## config.mk

```make
export PLATFORM = sky130hd
export DESIGN_NAME = quadrature_position_servo_top
export DESIGN_NICKNAME = d
export VERILOG_FILES = /design/src/rtl/qps_pkg.sv /design/src/rtl/quadrature_position_servo_top.sv /design/src/rtl/qps_regs.sv /design/src/rtl/qps_servo.sv
export SDC_FILE = /design/constraint.sdc
export NUM_CORES = 1
export LEC_CHECK = 0
export ABC_AREA = 1
export BUFFER_PORTS_ARGS = -buffer_cell sky130_fd_sc_hd__buf_2
export CAP_MARGIN = 5
export CORE_MARGIN = 4
export CORE_UTILIZATION = 45
export CTS_BUF_LIST = sky130_fd_sc_hd__clkbuf_16
export CTS_CLUSTER_DIAMETER = 50
export CTS_CLUSTER_SIZE = 10
export DETAILED_ROUTE_END_ITERATION = 8
export SLEW_MARGIN = 20
export SYNTH_ARGS = -nofsm -noshare
export SYNTH_HDL_FRONTEND = slang
export SYNTH_SLANG_ARGS = --single-unit
```

## constraint.sdc

```tcl
create_clock -name i_clk -period 10 [get_ports i_clk]
set_input_delay 1 -clock i_clk [delete_from_list [all_inputs] [get_ports i_clk]]
set_output_delay 1 -clock i_clk [all_outputs]
set_load 0.01 [all_outputs]
```

## src/rtl/qps_pkg.sv

```systemverilog
package qps_pkg;

    localparam int CountWidth = 32;
    localparam int PaddrWidth = 3;
    localparam int DataWidth  = 32;

    localparam logic [15:0] CountsPerRevReset = 16'd2000;
    localparam logic [7:0]  DeadTimeReset     = 8'd2;
    localparam logic [8:0]  DegPerRev         = 9'd360;

    localparam logic RegCountsPerRev = 1'b0;
    localparam logic RegDeadTime     = 1'b1;

    localparam logic [1:0] KindNone       = 2'd0;
    localparam logic [1:0] KindSaveCenter = 2'd1;
    localparam logic [1:0] KindMoveCenter = 2'd2;
    localparam logic [1:0] KindMoveZero   = 2'd3;

    localparam logic [1:0] DirNone = 2'd0;
    localparam logic [1:0] DirFwd  = 2'd1;
    localparam logic [1:0] DirBack = 2'd2;

    typedef struct packed {
        logic [15:0] counts_per_rev;
        logic [7:0]  dead_time_ticks;
    } t_cfg;

    function automatic logic signed [31:0] f_count_out(input logic [CountWidth-1:0] v);
        logic [63:0] ext;
        ext = 64'(signed'(v));
        return ext[31:0];
    endfunction

endpackage

```

## src/rtl/quadrature_position_servo_top.sv

```systemverilog
// Quadrature position servo.
// Input channel (i_in_valid / o_in_ready) carries one transaction per tick:
// sampled encoder levels i_enc_a, i_enc_b and a command i_kind.
// Output channel (o_out_valid / i_out_ready) returns one transaction per input:
// drive pins, the wrapping position count, the saved center and busy_res.
// Throughput is one transaction per cycle while the receiver takes results; a result
// passes through the input register, then the decode/servo step that
// writes the result register. The single decode/servo step sets the rate.
// Configuration goes through the APB port: counts_per_rev at 0x0,
// dead_time_ticks at 0x4; write only while no transaction is in flight.
// Reset clears position, center, move state and both pipeline stages and
// loads counts_per_rev = 2000, dead_time_ticks = 2.
// When the receiver stalls, the result register holds, the input register
// fills, and o_in_ready drops; no transaction is lost and no tick is skipped.
module quadrature_position_servo_top
    import qps_pkg::*;
(
    input  logic                  i_clk,
    input  logic                  i_rst_n,
    input  logic                  i_in_valid,
    output logic                  o_in_ready,
    input  logic                  i_enc_a,
    input  logic                  i_enc_b,
    input  logic [1:0]            i_kind,
    output logic                  o_out_valid,
    input  logic                  i_out_ready,
    output logic                  o_drive_forward,
    output logic                  o_drive_backward,
    output logic signed [31:0]    o_position,
    output logic signed [31:0]    o_center,
    output logic                  o_busy_res,
    input  logic                  psel,
    input  logic                  penable,
    input  logic                  pwrite,
    input  logic [PaddrWidth-1:0] paddr,
    input  logic [DataWidth-1:0]  pwdata,
    output logic [DataWidth-1:0]  prdata,
    output logic                  pready
);

    t_cfg       w_cfg;
    logic       r_in_valid;
    logic       r_enc_a;
    logic       r_enc_b;
    logic [1:0] r_kind;
    logic       w_stage_ready;
    logic       w_adv;

    assign w_adv      = r_in_valid && w_stage_ready;
    assign o_in_ready = !r_in_valid || w_adv;

    always_ff @(posedge i_clk) begin
        if (!i_rst_n) begin
            r_in_valid <= 1'b0;
        end else if (o_in_ready) begin
            r_in_valid <= i_in_valid;
        end
    end

    always_ff @(posedge i_clk) begin
        if (i_in_valid && o_in_ready) begin
            r_enc_a <= i_enc_a;
            r_enc_b <= i_enc_b;
            r_kind  <= i_kind;
        end
    end

    qps_regs u_regs (
        .i_clk   (i_clk),
        .i_rst_n (i_rst_n),
        .psel    (psel),
        .penable (penable),
        .pwrite  (pwrite),
        .paddr   (paddr),
        .pwdata  (pwdata),
        .prdata  (prdata),
        .pready  (pready),
        .o_cfg   (w_cfg)
    );

    qps_servo u_servo (
        .i_clk            (i_clk),
        .i_rst_n          (i_rst_n),
        .i_cfg            (w_cfg),
        .i_valid          (r_in_valid),
        .i_enc_a          (r_enc_a),
        .i_enc_b          (r_enc_b),
        .i_kind           (r_kind),
        .o_ready          (w_stage_ready),
        .o_valid          (o_out_valid),
        .i_ready          (i_out_ready),
        .o_drive_forward  (o_drive_forward),
        .o_drive_backward (o_drive_backward),
        .o_position       (o_position),
        .o_center         (o_center),
        .o_busy_res       (o_busy_res)
    );

endmodule

```

## src/rtl/qps_regs.sv

```systemverilog
module qps_regs
    import qps_pkg::*;
(
    input  logic                  i_clk,
    input  logic                  i_rst_n,
    input  logic                  psel,
    input  logic                  penable,
    input  logic                  pwrite,
    input  logic [PaddrWidth-1:0] paddr,
    input  logic [DataWidth-1:0]  pwdata,
    output logic [DataWidth-1:0]  prdata,
    output logic                  pready,
    output t_cfg                  o_cfg
);

    t_cfg r_cfg;
    t_cfg n_cfg;
    logic w_wr;

    assign pready = 1'b1;
    assign w_wr   = psel && penable && pwrite;

    always_comb begin
        n_cfg = r_cfg;
        if (w_wr) begin
            case (paddr[2])
                RegCountsPerRev: n_cfg.counts_per_rev = pwdata[15:0];
                RegDeadTime:     n_cfg.dead_time_ticks = pwdata[7:0];
                default:         n_cfg = r_cfg;
            endcase
        end
    end

    always_ff @(posedge i_clk) begin
        if (!i_rst_n) begin
            r_cfg.counts_per_rev  <= CountsPerRevReset;
            r_cfg.dead_time_ticks <= DeadTimeReset;
        end else begin
            r_cfg <= n_cfg;
        end
    end

    always_comb begin
        case (paddr[2])
            RegCountsPerRev: prdata = {16'd0, r_cfg.counts_per_rev};
            RegDeadTime:     prdata = {24'd0, r_cfg.dead_time_ticks};
            default:         prdata = '0;
        endcase
    end

    assign o_cfg = r_cfg;

endmodule

```

## src/rtl/qps_servo.sv

```systemverilog
module qps_servo
    import qps_pkg::*;
(
    input  logic               i_clk,
    input  logic               i_rst_n,
    input  t_cfg               i_cfg,
    input  logic               i_valid,
    input  logic               i_enc_a,
    input  logic               i_enc_b,
    input  logic [1:0]         i_kind,
    output logic               o_ready,
    output logic               o_valid,
    input  logic               i_ready,
    output logic               o_drive_forward,
    output logic               o_drive_backward,
    output logic signed [31:0] o_position,
    output logic signed [31:0] o_center,
    output logic               o_busy_res
);

    logic [CountWidth-1:0] r_pos, n_pos;
    logic [CountWidth-1:0] r_center, n_center;
    logic [CountWidth-1:0] r_target, n_target;
    logic                  r_prev_a, r_prev_b;
    logic                  r_moving, n_moving;
    logic [1:0]            r_dir, n_dir;
    logic [7:0]            r_pause, n_pause;

    logic                  r_out_valid;
    logic                  r_fwd, n_fwd;
    logic                  r_back, n_back;
    logic signed [31:0]    r_position;
    logic signed [31:0]    r_center_out;
    logic                  r_busy;

    logic                  w_adv;
    logic signed [2:0]     w_step;
    logic signed [CountWidth:0] w_diff;
    logic [CountWidth:0]   w_mag;
    logic [16:0]           w_prod;
    logic                  w_in_band;
    logic [1:0]            w_want;

    assign o_ready = !r_out_valid || i_ready;
    assign w_adv   = i_valid && o_ready;

    always_comb begin
        w_step = 3'sd0;
        if (i_enc_a != r_prev_a) begin
            w_step = (i_enc_a == i_enc_b) ? w_step + 3'sd1 : w_step - 3'sd1;
        end
        if (i_enc_b != r_prev_b) begin
            w_step = (i_enc_a != i_enc_b) ? w_step + 3'sd1 : w_step - 3'sd1;
        end
        n_pos = r_pos + CountWidth'(w_step);

        n_center = r_center;
        n_target = r_target;
        n_moving = r_moving;
        n_dir    = r_dir;
        n_pause  = r_pause;
        if (!r_moving) begin
            case (i_kind)
                KindSaveCenter: n_center = n_pos;
                KindMoveCenter: begin
                    n_target = r_center;
                    n_moving = 1'b1;
                    n_dir    = DirNone;
                    n_pause  = 8'd0;
                end
                KindMoveZero: begin
                    n_target = '0;
                    n_moving = 1'b1;
                    n_dir    = DirNone;
                    n_pause  = 8'd0;
                end
                default: n_moving = r_moving;
            endcase
        end

        w_diff    = $signed({n_target[CountWidth-1], n_target})
                  - $signed({n_pos[CountWidth-1], n_pos});
        w_mag     = w_diff[CountWidth] ? (CountWidth+1)'(-w_diff) : w_diff;
        w_prod    = 17'(w_mag[7:0]) * 17'(DegPerRev);
        w_in_band = (w_mag[CountWidth:8] == '0) && (w_prod < {1'b0, i_cfg.counts_per_rev});
        w_want    = (!w_diff[CountWidth] && (w_diff != '0)) ? DirFwd : DirBack;

        n_fwd  = 1'b0;
        n_back = 1'b0;
        if (n_moving) begin
            if (w_in_band) begin
                n_moving = 1'b0;
                n_dir    = DirNone;
                n_pause  = 8'd0;
            end else begin
                if (n_dir != w_want) begin
                    n_dir   = w_want;
                    n_pause = i_cfg.dead_time_ticks;
                end
                if (n_pause != 8'd0) begin
                    n_pause = n_pause - 8'd1;
                end else if (n_dir == DirFwd) begin
                    n_fwd = 1'b1;
                end else begin
                    n_back = 1'b1;
                end
            end
        end
    end

    always_ff @(posedge i_clk) begin
        if (!i_rst_n) begin
            r_pos       <= '0;
            r_center    <= '0;
            r_target    <= '0;
            r_prev_a    <= 1'b0;
            r_prev_b    <= 1'b0;
            r_moving    <= 1'b0;
            r_dir       <= DirNone;
            r_pause     <= 8'd0;
            r_out_valid <= 1'b0;
        end else begin
            if (w_adv) begin
                r_pos    <= n_pos;
                r_center <= n_center;
                r_target <= n_target;
                r_prev_a <= i_enc_a;
                r_prev_b <= i_enc_b;
                r_moving <= n_moving;
                r_dir    <= n_dir;
                r_pause  <= n_pause;
            end
            if (w_adv) begin
                r_out_valid <= 1'b1;
            end else if (i_ready) begin
                r_out_valid <= 1'b0;
            end
        end
    end

    always_ff @(posedge i_clk) begin
        if (w_adv) begin
            r_fwd        <= n_fwd;
            r_back       <= n_back;
            r_position   <= f_count_out(n_pos);
            r_center_out <= f_count_out(n_center);
            r_busy       <= n_moving;
        end
    end

    assign o_valid          = r_out_valid;
    assign o_drive_forward  = r_fwd;
    assign o_drive_backward = r_back;
    assign o_position       = r_position;
    assign o_center         = r_center_out;
    assign o_busy_res       = r_busy;

endmodule

```

======== Yosys cells after proc, flatten, opt, wreduce, memory -nomap -nowiden ========
Cells that the tools add are included.
storage, ports and cells
  bits in registers ....................... 206
  output and inout bits ................... 102
cells by class
  add/subtract/negate cells ............... 6
  $mul .................................... 1
  order comparisons ....................... 1
  equal/unequal tests ..................... 9
  multiplexer cells ....................... 34
  bitwise gates (word level) .............. 2
  reduce and logical (&&, ||, !) cells .... 19
operators with widths
  operator                                                              number
  32-bit case mux with 2 select lines                                   2
  32-bit two-way mux                                                    3
  8-bit two-way mux                                                     8
  33-bit two-way mux                                                    1
  33-bit negation                                                       1
  33-bit nonzero test                                                   1
  32-bit by 32-bit subtractor with 33-bit output                        1
  32-bit adder                                                          1
  25-bit zero test                                                      1
  17-bit by 16-bit less-than comparator with 1-bit output               1
  2-bit two-way mux                                                     8
  8-bit by 6-bit multiplier with 14-bit output (second input constant)  1
  3-bit two-way mux                                                     4
  1-bit two-way mux                                                     8
  8-bit nonzero test                                                    1
  8-bit by 1-bit subtractor with 8-bit output (second input constant)   1
  1-bit logical AND                                                     6
  2-bit by 1-bit == test with 1-bit output (second input constant)      2
  2-bit == test (second input constant)                                 2
  2-bit AND reduction                                                   2
  3-bit by 2-bit adder with 3-bit output (second input constant)        1
  1-bit zero test                                                       3
  1-bit != test                                                         3
  3-bit OR reduction                                                    1
  other kinds (7)                                                       9

======== Depth between registers and ports, before layout ========
Gate-level depths: netlist of run 1.
  depth in word-level cells ............... 19
  gate-level depth with buffers ........... 63
  gate-level depth less buffers ........... 63

======== By module ========
Synthesis of run 1 repeated with hierarchy kept, for this count alone.
second synthesis, totals
  cells, all modules ...................... 2,307
  area, all modules ....................... 15,610.0 µm²
modules (own cells, without submodules)
  module                         instances  cells each  area each (µm²)  sequential area each (µm²)
  qps_servo                      1          2,094       14,106.0         4,214.0
  qps_regs                       1          202         1,332.5          480.5
  quadrature_position_servo_top  1          11          171.4            140.1

======== Worst setup path after synthesis of run 1 ========
No wires, ideal clock.
  kind .................................... reg2reg
  start ................................... reg r_enc_a
  end ..................................... reg u_servo.r_fwd, in the netlist u_servo.o_drive_forward, data pin
  setup time .............................. 0.252 ns
  data arrival time ....................... 8.660 ns
  required time ........................... 9.748 ns
  slack ................................... 1.088 ns
  cell stages (with the launch flop) ...... 53
  period minus slack after synthesis ...... 8.912 ns
  cell sequence ........................... edfxtp_1 -> xor2_1 -> nand2_1 -> inv_1 -> ha_1 -> nand3_1 -> nand3_1 -> nand4_1 -> nand3_1 -> a21oi_1 -> o21ai_0 -> a21boi_0 -> o21bai_1 -> a21oi_1 -> o21bai_1 -> xor2_1 -> inv_1 -> ha_1 -> [17 not listed] -> nand2_1 -> o21ai_0 -> a21o_1 -> a21oi_1 -> o21ai_0 -> xnor2_1 -> inv_1 -> ha_1 -> a21oi_1 -> nand2_1 -> a21oi_1 -> nand3_1 -> nor2_1 -> nand4_1 -> nor2_1 -> nor2_2 -> nand2_1 -> nor2_1
between the ends
  longest elaborated chain between the ends .. 17
ends and longest elaborated chain
  element                                                                                                       line                                 text
  start: declaration                                                                                            quadrature_position_servo_top.sv:43  logic r_enc_a;
  start signal: assignment                                                                                      quadrature_position_servo_top.sv:62  r_enc_a <= i_enc_a;
  1-bit == test                                                                                                 qps_servo.sv:50                      w_step = (i_enc_a == i_enc_b) ? w_step + 3'sd1 : w_step - 3'sd1;
  3-bit two-way mux                                                                                             qps_servo.sv:50
  3-bit two-way mux                                                                                             qps_servo.sv:49                      if (i_enc_a != r_prev_a) begin
  3-bit by 2-bit subtractor with 3-bit output / 3-bit by 2-bit adder with 3-bit output (equally long branches)  qps_servo.sv:53                      w_step = (i_enc_a != i_enc_b) ? w_step + 3'sd1 : w_step - 3'sd1;
  3-bit two-way mux                                                                                             qps_servo.sv:53
  3-bit two-way mux *                                                                                           qps_servo.sv:52                      if (i_enc_b != r_prev_b) begin
  32-bit adder *                                                                                                qps_servo.sv:55                      n_pos = r_pos + CountWidth'(w_step);
  named net u_servo.n_pos[29]                                                                                   qps_servo.sv:21                      logic [CountWidth-1:0] r_pos, n_pos;
  32-bit by 32-bit subtractor with 33-bit output *                                                              qps_servo.sv:82                      - $signed({n_pos[CountWidth-1], n_pos});
  branches (longest 9 deep; another with 17-bit by 16-bit less-than comparator with 1-bit output)               -
  end signal: assignment                                                                                        qps_servo.sv:143                     r_fwd <= n_fwd;
  end: declaration                                                                                              qps_servo.sv:30                      logic r_fwd, n_fwd;
Mark *: on every way through the listed nets, which the timed path passes. The select of a mux whose other input is x is not followed.
A chain may end at the register's enable or synchronous reset.

======== Worst setup path in the final report of run 1 ========
  start ................................... reg r_enc_a
  end ..................................... reg u_servo.r_pause[2]
between the ends
  longest elaborated chain between the ends .. 19
ends and longest elaborated chain
  element                                                                                                       line              text
  1-bit == test                                                                                                 qps_servo.sv:50
  3-bit two-way mux                                                                                             qps_servo.sv:50
  3-bit two-way mux                                                                                             qps_servo.sv:49
  3-bit by 2-bit subtractor with 3-bit output / 3-bit by 2-bit adder with 3-bit output (equally long branches)  qps_servo.sv:53
  3-bit two-way mux                                                                                             qps_servo.sv:53
  3-bit two-way mux *                                                                                           qps_servo.sv:52
  32-bit adder *                                                                                                qps_servo.sv:55
  named net u_servo.n_pos[29]                                                                                   qps_servo.sv:21
  32-bit by 32-bit subtractor with 33-bit output *                                                              qps_servo.sv:82
  branches (longest 9 deep; another with 17-bit by 16-bit less-than comparator with 1-bit output)               -
  8-bit two-way mux *                                                                                           qps_servo.sv:91   if (w_in_band) begin
  8-bit two-way mux *                                                                                           qps_servo.sv:90   if (n_moving) begin
  end signal: assignment                                                                                        qps_servo.sv:131  r_pause <= n_pause;
  end: declaration                                                                                              qps_servo.sv:27   logic [7:0] r_pause, n_pause;
Marked as above.

==> metrics.cfg, run 1 <==
[synth]
async_flop_share_pct=0
synth_compound_area_share_pct=13.7
syn_avg_cell_area_um2=6.77
synth-xor-area-share_pct=3.35
synthAdderAreaFrac_pct=9.78
synth_seq_cells=206
synth_top_family_by_area=simple AND/OR/NAND/NOR gates
ys_warn_count=0
synthMuxAreaShare_pct=0
synth_cells=2279
synth_edf_count=71
yosys_most_used_dff=dfxtp_1
synth_cell_type_count=52
synth-simple-area-share_pct=28.6
synth_seq_area_share_pct=31.3
syn-cell-area_mm2=0.0154

[setup_path]
cpMaxStageDelayCell=fa_1
crit_fanout=24
cp-end-kind=register
slowest_delay_ps=510
r2r_cells=53
cp_data_arrival_time_ps=9540
startpoint_type=register
crit_type=reg2reg
crit_path_frequent_cell=a21oi_1
required_ps=10370

[route]
first_iter_violations=769
ant_nets=0
drc=0
dr.pass1.iters=5
drt_wl_total_um=41400
routed_via_density=4.99
vias=14322
wl_per_cell_um=14.4

[final_layout]
area_growth_pct=13.8
layout_common_cells=nand2_1, inv_1, nor2_1, o21ai_0, nand3_1
diodes=0
nNetsFinal=2558
final_util_pct=52.1
drive_above_1_share_pct=13.5
final_common_cell=nand2_1
fillers=3427
final_cell_area_mm2=0.0176
fin_cells=2868

[grt]
met3_usage_pct=2.21
grt_max_degree=97
grt_first_pass_wirelength_um=66800
antenna_found_initial=0
met2_usage_pct=40.9
grt_overflow=0
grt_pass1_vias=13459
globalRouteMet1Util_pct=27.2
grt_usage_pct=21.8
top_usage_layer=met2

[clock_network]
cts_tree=yes
worstSkewPairLatency_ps=520
clkTransAtPathRegs_ps=60
clock_sinks=206
holdBufCountCts=0
root_buffer=clkbuf_16
htree_levels=1
clock_path_buffers=3
cts_buffers=28

[die]
io_pins=148
core-area_mm2=0.0337
chipWidth_um=193
core.rowCount=67
die_area_mm2=0.0373
initial_core_util_pct=45.8
die_height_um=193

[sta]
finalClockSkew_ps=12.9
fin_crit_sh_pct=91.8
clock.fmax_mhz=109
report.final.setup_viol=0
worstMarginPinSlew_ps=965
hold_viol_final=0
slew_headroom_pct=35.7
drv_slew=0
period_needed_ps=9180
holdWs_ps=456

[place]
portBuffers=112
dp.cells=2810
place_area_mm2=0.0165
dp_hpwl_um=31700
gp_congestion=0.908

[flow_run]
drv_cap=0

[power]
ir_drop_uv=1580
power.leakage_nw=9.10
power.density_mw_per_mm2=422

[worst_hold_path]
hold_path_class=reg2reg
hold_depth=2

[outcome]
status=completed

## cells in the mapped netlist (all sizes together) (2+ instances only)
master	number	area, um^2
a211oi	31	233
a21boi	2	15.0
a21o	5	37.5
a21oi	132	676
a31o	3	26.3
a31oi	3	18.8
and2	3	20.0
and3	2	12.5
buf	28	204
clkbuf	55	230
conb	2	7.51
dfxtp	135	2700
edfxtp	71	2130
fa	11	220
ha	103	1290
inv	422	1590
nand2	615	2450
nand3	160	848
nand3b	7	52.6
nand4	33	206
nor2	189	787
nor3	5	25.0
o211ai	30	225
o21a	4	30.0
o21ai	158	795
o21bai	4	30.0
xnor2	18	158
xor2	41	359
## worst max-delay path, delay by kind of cell, from the launching register on
kind / cells / cell delay [ps]
xor+xnor: 4 / 670
flops: 1 / 430
compound gates: 19 / 2810
simple gates: 13 / 1500
fa+ha+maj: 7 / 2610
buf+inv: 10 / 990
## cell type report
type	count	area [um^2]	share of cell area, %
clock buffer	29	726	4.13
clock inverter	23	155	0.883
inverter	423	1600	9.11
multi-input combinational	1582	8770	50.0
sequential	206	4830	27.5
tap	448	561	3.19
timing repair buffer	157	915	5.21
## state kept, by name, summed over array words and instances (netlist names), 2 cells and up
signal and count:
u_servo.r_dir 2, u_servo.r_center 32, u_regs.o_cfg 24, u_servo.r_pause 8, u_servo.o_position 32, u_servo.r_pos 32, u_servo.o_center 32, u_servo.r_target 32
r_kind 2
## path summary, 6_finish.rpt
check	slack [ps]	startpoint	to
setup reg to reg	820	r_enc_a	u_servo.r_pause[2]
setup / recovery	820	r_enc_a	u_servo.r_pause[2]
hold / removal	460	u_servo.r_target[24]	u_servo.r_target[24]
hold reg to reg	460	u_servo.r_target[24]	u_servo.r_target[24]
## power by group
part	switching [mW]	internal, mW
logic	3.22	2.28
clock network	0.361	0.571
registers	0.0291	0.945
total	3.61	3.80
## cells by family (layout without fill, tap and decap cells)
logic type	count (synthesis)	count (layout)
compound gates	376	376
xor+xnor	59	59
fa+ha+maj	114	114
buf+inv	506	632
flops	206	206
other cells	2	17
simple gates	1016	1016
## routing by layer
layer / routed length, um / share of wire [%]
met4: 771 / 1.9
met1: 18300 / 44
met3: 1440 / 3.5
met5: 0 / 0
met2: 20900 / 50
## metrics by stage
stage / power, mW / setup WS, ps / TNS, ps
after global routing: 8.36 / -29.1 / -103
after detailed placement: 6.40 / 110 / 0
after floorplan: 5.13 / 1090 / 0
after CTS: 7.37 / 8.73 / 0
final: 7.40 / 824 / 0
after global placement: 6.25 / 241 / 0
## timing repair
action	CTS	global route
endpoints found under the setup margin	0	14
buffers inserted	0	6
hold endpoints to repair	0	0
resized for setup	0	34
Power figures use the tool's default switching activity.
==> run 2: changes to the inputs <==
ABC_AREA = not set   (was 1)
REMOVE_ABC_BUFFERS = 1   (was not set)
==> run 2 against run 1 <==
The flow now finishes with violations (negative setup slack). Clock power decreased by 2.5%. Utilization increased by 5.4 points. Sequential power decreased by 4.3%. Clock skew increased by 14 ps. Global-route usage decreased by 0.87 points. Via count decreased by 5.0%. Design area increased by 3.6%. First-iteration DRC count decreased by 13%. Count of clock-buffer cells in the layout unchanged. Critical path depth unchanged. Total power decreased by 21%. Critical path type unchanged. Highest routed layer unchanged.
==> metrics.cfg, run 2 <==
[clock_network]
htree_levels=1
holdBufCountCts=0
cts_buffers=28
clock_path_buffers=3
root_buffer=clkbuf_16
worstSkewPairLatency_ps=550
clock_sinks=206
clkTransAtPathRegs_ps=60
cts_tree=yes

[final_layout]
final_util_pct=57.5
nNetsFinal=2247
area_growth_pct=25.9
drive_above_1_share_pct=23.5
final_common_cell=nand2_1
diodes=0
fin_cells=2510
layout_common_cells=nand2_1, buf_4, a21oi_1, nor2_1, dfxtp_1

[die]
io_pins=148
die_height_um=187
chipWidth_um=187
core.rowCount=65
initial_core_util_pct=45.7
core-area_mm2=0.0316
die_area_mm2=0.0351

[setup_path]
r2r_setup_slack_ps=-390
startpoint=r_enc_a
cp_data_arrival_time_ps=10810
slowest_delay_ps=520
cp_top_family=compound AO/OA/AOI/OAI gates
cp-end-kind=register
cpMaxStageDelayCell=or4b_1
r2r-start=r_enc_a
r2r-end=u_servo.r_pause[4]
crit_type=reg2reg
crit_path_frequent_cell=a21oi_2
startpoint_type=register
required_ps=10420
worst-path-buf-inv=7
r2r_cells=53
crit_fanout=7
path_depth=53
crit_end=u_servo.r_pause[4]

[power]
power.leakage_nw=7.91
ir_drop_uv=692
power.density_mw_per_mm2=323

[sta]
period_needed_ps=10390
finalClockSkew_ps=26.6
clock.fmax_mhz=96.3
worstMarginPinSlew_ps=1010
fin_crit_sh_pct=104
holdWs_ps=452
report.final.setup_viol=14
slew_headroom_pct=32.9
drv_slew=0
hold_viol_final=0
rsz0062_at_grt=yes
finalWorstSetupSlack_ps=-389

[route]
wl_per_cell_um=15.3
vias=13607
dr.pass1.iters=5
ant_nets=0
first_iter_violations=670
routed_via_density=5.42
drt_wl_total_um=38400
drc=0

[synth]
synth-simple-area-share_pct=22.2
yosysMostFrequentCell=nand2_1
synth-xor-area-share_pct=4.47
synth.area.top_cells=dfxtp_1, edfxtp_1, ha_1, nand2_1, a21oi_1
synth_cell_type_count=94
synth_top_area_share_pct=18.7
ys_warn_count=0
yosys-top-cells-count=nand2_1, a21oi_1, nor2_1
synth_seq_cells=206
synthMuxAreaShare_pct=0.952
yosysTopAreaCell=dfxtp_1
syn-cell-area_mm2=0.0145
synth_cells=1804
synth_top_family_by_area=compound AO/OA/AOI/OAI gates
synth_edf_count=71
synthAdderAreaFrac_pct=10.4
yosys_most_used_dff=dfxtp_1
synth_seq_area_share_pct=33.4
syn_avg_cell_area_um2=8.02
async_flop_share_pct=0
synth_compound_area_share_pct=22.3

[grt]
grt_max_degree=89
grt_first_pass_wirelength_um=63300
grt_overflow=0
antenna_found_initial=0
grt_pass1_vias=13050
grt_usage_pct=20.9

[place]
portBuffers=112
place_ws_ps=-1310
dp.cells=2419
gp_congestion=0.910
dp_hpwl_um=27900

[worst_hold_path]
hold_depth=2
hold_path_class=reg2reg

[outcome]
status=finished with violations
violations=negative setup slack

[flow_run]
drv_cap=0

==> run 2: changes by cell type after synthesis, sizes merged, moves of 43 or more <==
cell	before	now
inv	422	106
nand2b	0	51
nor2	189	139
nand3	160	36
nand2	615	299
a21oi	132	175
==> run 2: timing repair <==
action	4_1_cts	5_1_grt
endpoints found under the setup margin	14	14
buffers inserted	30	10
gates resized for setup	69	33
pin swaps	77	57
gates cloned	0	0
==> run 2: through the flow <==
| stage | area [um^2] | power [mW] | TNS (ps) |
|---|---|---|---|
| 3_5_place_dp | 16600 | 4.24 | -17600 |
| 6_report | 18200 | 5.88 | -4170 |
| 5_1_grt | 18200 | 6.44 | -11220 |
| 3_3_place_gp | 16600 | 4.13 | -14390 |
| 4_1_cts | 17900 | 5.73 | -1490 |
| 2_1_floorplan | 14000 | 3.11 | -28590 |
==> run 2: area by class of cell <==
cell class / instances / area (um^2)
multi-input combinational: 1399 / 9250
clock buffer: 29 / 726
clock inverter: 22 / 129
inverter: 107 / 408
fill: 2905 / 13400
tap: 402 / 503
timing repair buffer: 345 / 2350
sequential: 206 / 4830
==> run 2: power breakdown <==
| group | switching, mW | internal (mW) |
|---|---|---|
| sequential | 0.0184 | 0.913 |
| clock | 0.365 | 0.544 |
| combinational | 2.02 | 2.01 |
==> run 2: cells by family after synthesis <==
family          Yosys count
buf+inv                 214
simple gates            679
flops                   206
xor+xnor                 73
compound gates          503
other cells               2
mux                      13
fa+ha+maj               114
==> run 2: worst min path at each step <==
stage,from,to,slack (ps)
global route,u_servo.r_target[9],u_servo.r_target[9],470
detailed placement,u_servo.r_target[25],u_servo.r_target[25],450
finish,u_regs.o_cfg[22],u_regs.o_cfg[22],450
global placement,u_servo.r_target[5],u_servo.r_target[5],440
floorplan,u_regs.o_cfg[11],u_regs.o_cfg[11],440
CTS,u_regs.o_cfg[22],u_regs.o_cfg[22],460
==> run 2: tightest hold or removal path: stages (launching register included) <==
cell,delay [ps]
dfxtp_1,300
nand2_1,50
a21oi_1,50
==> run 2: routing by layer <==
| metal | up-vias | track usage, % | share of wire [%] |
|---|---|---|---|
| met3 | 42 | 2.89 | 4.9 |
| li1 | 6933 | - | - |
| met5 | - | 0 | 0 |
| met4 | 0 | 3.75 | 1.2 |
| met1 | 6310 | 28.1 | 46 |
| met2 | 322 | 36.3 | 48 |
==> run 3: changes to the inputs <==
RECOVER_POWER = 25   (was not set)
REMOVE_ABC_BUFFERS = not set   (was 1)
==> run 3 against run 2 <==
The run still ends with negative setup slack left. Largest cell class unchanged. Clock skew is 14 ps lower. Highest routed layer unchanged. Non-clock buffer count up 4. Combinational power up 8.7%. Global-route usage grew 0.13 points.
==> metrics.cfg, run 3 (synthesis results as in run 2) <==
[outcome]
status=finished with violations
violations=negative setup slack

[clock_network]
clkTransAtPathRegs_ps=60
worstSkewPairLatency_ps=550
cts_tree=yes
clock_path_buffers=3
htree_levels=1
root_buffer=clkbuf_16
clock_sinks=206
cts_buffers=30

[die]
die_height_um=187
initial_core_util_pct=45.7
core.rowCount=65
core-area_mm2=0.0316
chipWidth_um=187
die_area_mm2=0.0351
io_pins=148

[sta]
period_needed_ps=10690
hold_viol_final=0
rsz0062_at_grt=yes
finalWorstSetupSlack_ps=-693
fin_crit_sh_pct=107
slew_headroom_pct=27.7
worstMarginPinSlew_ps=1080
clock.fmax_mhz=93.5
drv_slew=0
finalClockSkew_ps=13.0
report.final.setup_viol=14

[grt]
grt_pass1_vias=12770
grt_first_pass_wirelength_um=63400
grt_max_degree=86
grt_usage_pct=21.0
grt_overflow=0
antenna_found_initial=0

[power]
power.switching_mw=2.59
power.density_mw_per_mm2=342
ir_drop_uv=1310
seqPwrFrac_pct=14.8
pwr-share-comb_pct=69.7
power.leakage_nw=7.96
p_int_mw=3.70
switching_share_pct=41.2
clkPwrFrac_pct=15.5

[final_layout]
area_growth_pct=27.4
final_common_cell=nand2_1
diodes=0
nNetsFinal=2253
drive_above_1_share_pct=24.1
layout_common_cells=nand2_1, buf_4, a21oi_1, nor2_1, dfxtp_1
final_util_pct=58.2

[setup_path]
cp-end-kind=register
cpMaxStageDelayCell=or4_4
cp_data_arrival_time_ps=11080
slowest_delay_ps=540
crit_fanout=7
crit_path_frequent_cell=buf_4
crit_type=reg2reg
required_ps=10390
startpoint_type=register

[route]
ant_nets=0
drt_wl_total_um=39600
drc=0
dr.pass1.iters=7
wl_per_cell_um=15.7
first_iter_violations=934
vias=13767
routed_via_density=5.47

[place]
place_ws_ps=-1310
gp_congestion=0.901
portBuffers=112
dp_hpwl_um=28800

[flow_run]
drv_cap=0

[worst_hold_path]
hold_path_class=reg2reg

==> run 3: changes by cell type in the layout (fill, tap and decap cells not counted), moves of 3 or more <==
cell      before  now
clkbuf_1       0    3
clkinv_1       6    2
ha_1          97   90
ha_4           3    9
inv_2          4    7
==> run 3: cell type report <==
class                   count  area, um^2
inverters                 107         405
multi-input cells        1399        9370
clock inverters            25         159
clock buffers              31         776
fillers                  2847       13200
well taps                 402         503
flip-flops and latches    206        4830
repair buffers            349        2370
==> run 3: path summary, 6_finish.rpt <==
check	to	depth (start not counted)	start	slack (ps)
max	u_servo.r_pause[7]	52	r_enc_a	-690
min	u_regs.o_cfg[23]	2	u_regs.o_cfg[23]	450
max reg2reg	u_servo.r_pause[7]	52	r_enc_a	-690
min reg2reg	u_regs.o_cfg[23]	2	u_regs.o_cfg[23]	450
==> run 3: critical path: cells and delay by family (launching register included) <==
family,cells,cell delay [ps]
flip-flops,1,470
AND/OR/NAND/NOR,7,1620
buffers and inverters,14,1760
XOR/XNOR,5,1000
adder cells (fa/ha/maj),7,2490
AO/OA/AOI/OAI,19,3130
==> run 3: metrics by stage <==
stage          total power, mW  TNS [ps]  hold slack, ps  std cells  cell area, um^2
2_1_floorplan             3.22     -6120             436       1819            14600
3_3_place_gp              4.31    -14360             441       2426            16700
3_5_place_dp              4.44    -17780             447       2426            16700
4_1_cts                   5.69     -9510             454       2515            18100
5_1_grt                   6.85    -15980             468       2519            18400
6_report                  6.29     -8810             453       2519            18400
==> run 3: routing by layer <==
metal	vias to the layer above	share of wire [%]	wire length, um	track usage, %
li1	6943	-	-	-
met1	6408	46	18400	29.4
met4	0	2.1	848	5.15
met3	53	5.6	2230	2.71
met5	-	0	0	0
met2	363	46	18100	34.7
==> run 3: power groups by stage <==
stage	Clock [mW]	Sequential, mW	Combinational, mW
3_5_place_dp	0	0.948	3.49
3_3_place_gp	0	0.947	3.37
4_1_cts	0.999	0.931	3.76
2_1_floorplan	0	0.955	2.26
5_1_grt	1.03	0.936	4.88
6_report	0.973	0.932	4.39
==> run 3: repair_timing <==
item / CTS / global route
hold buffers: 0 / 0
endpoints found under the setup margin: 14 / 14
setup buffers: 33 / 5
resized for setup: 37 / 55
pin swaps: 38 / 60
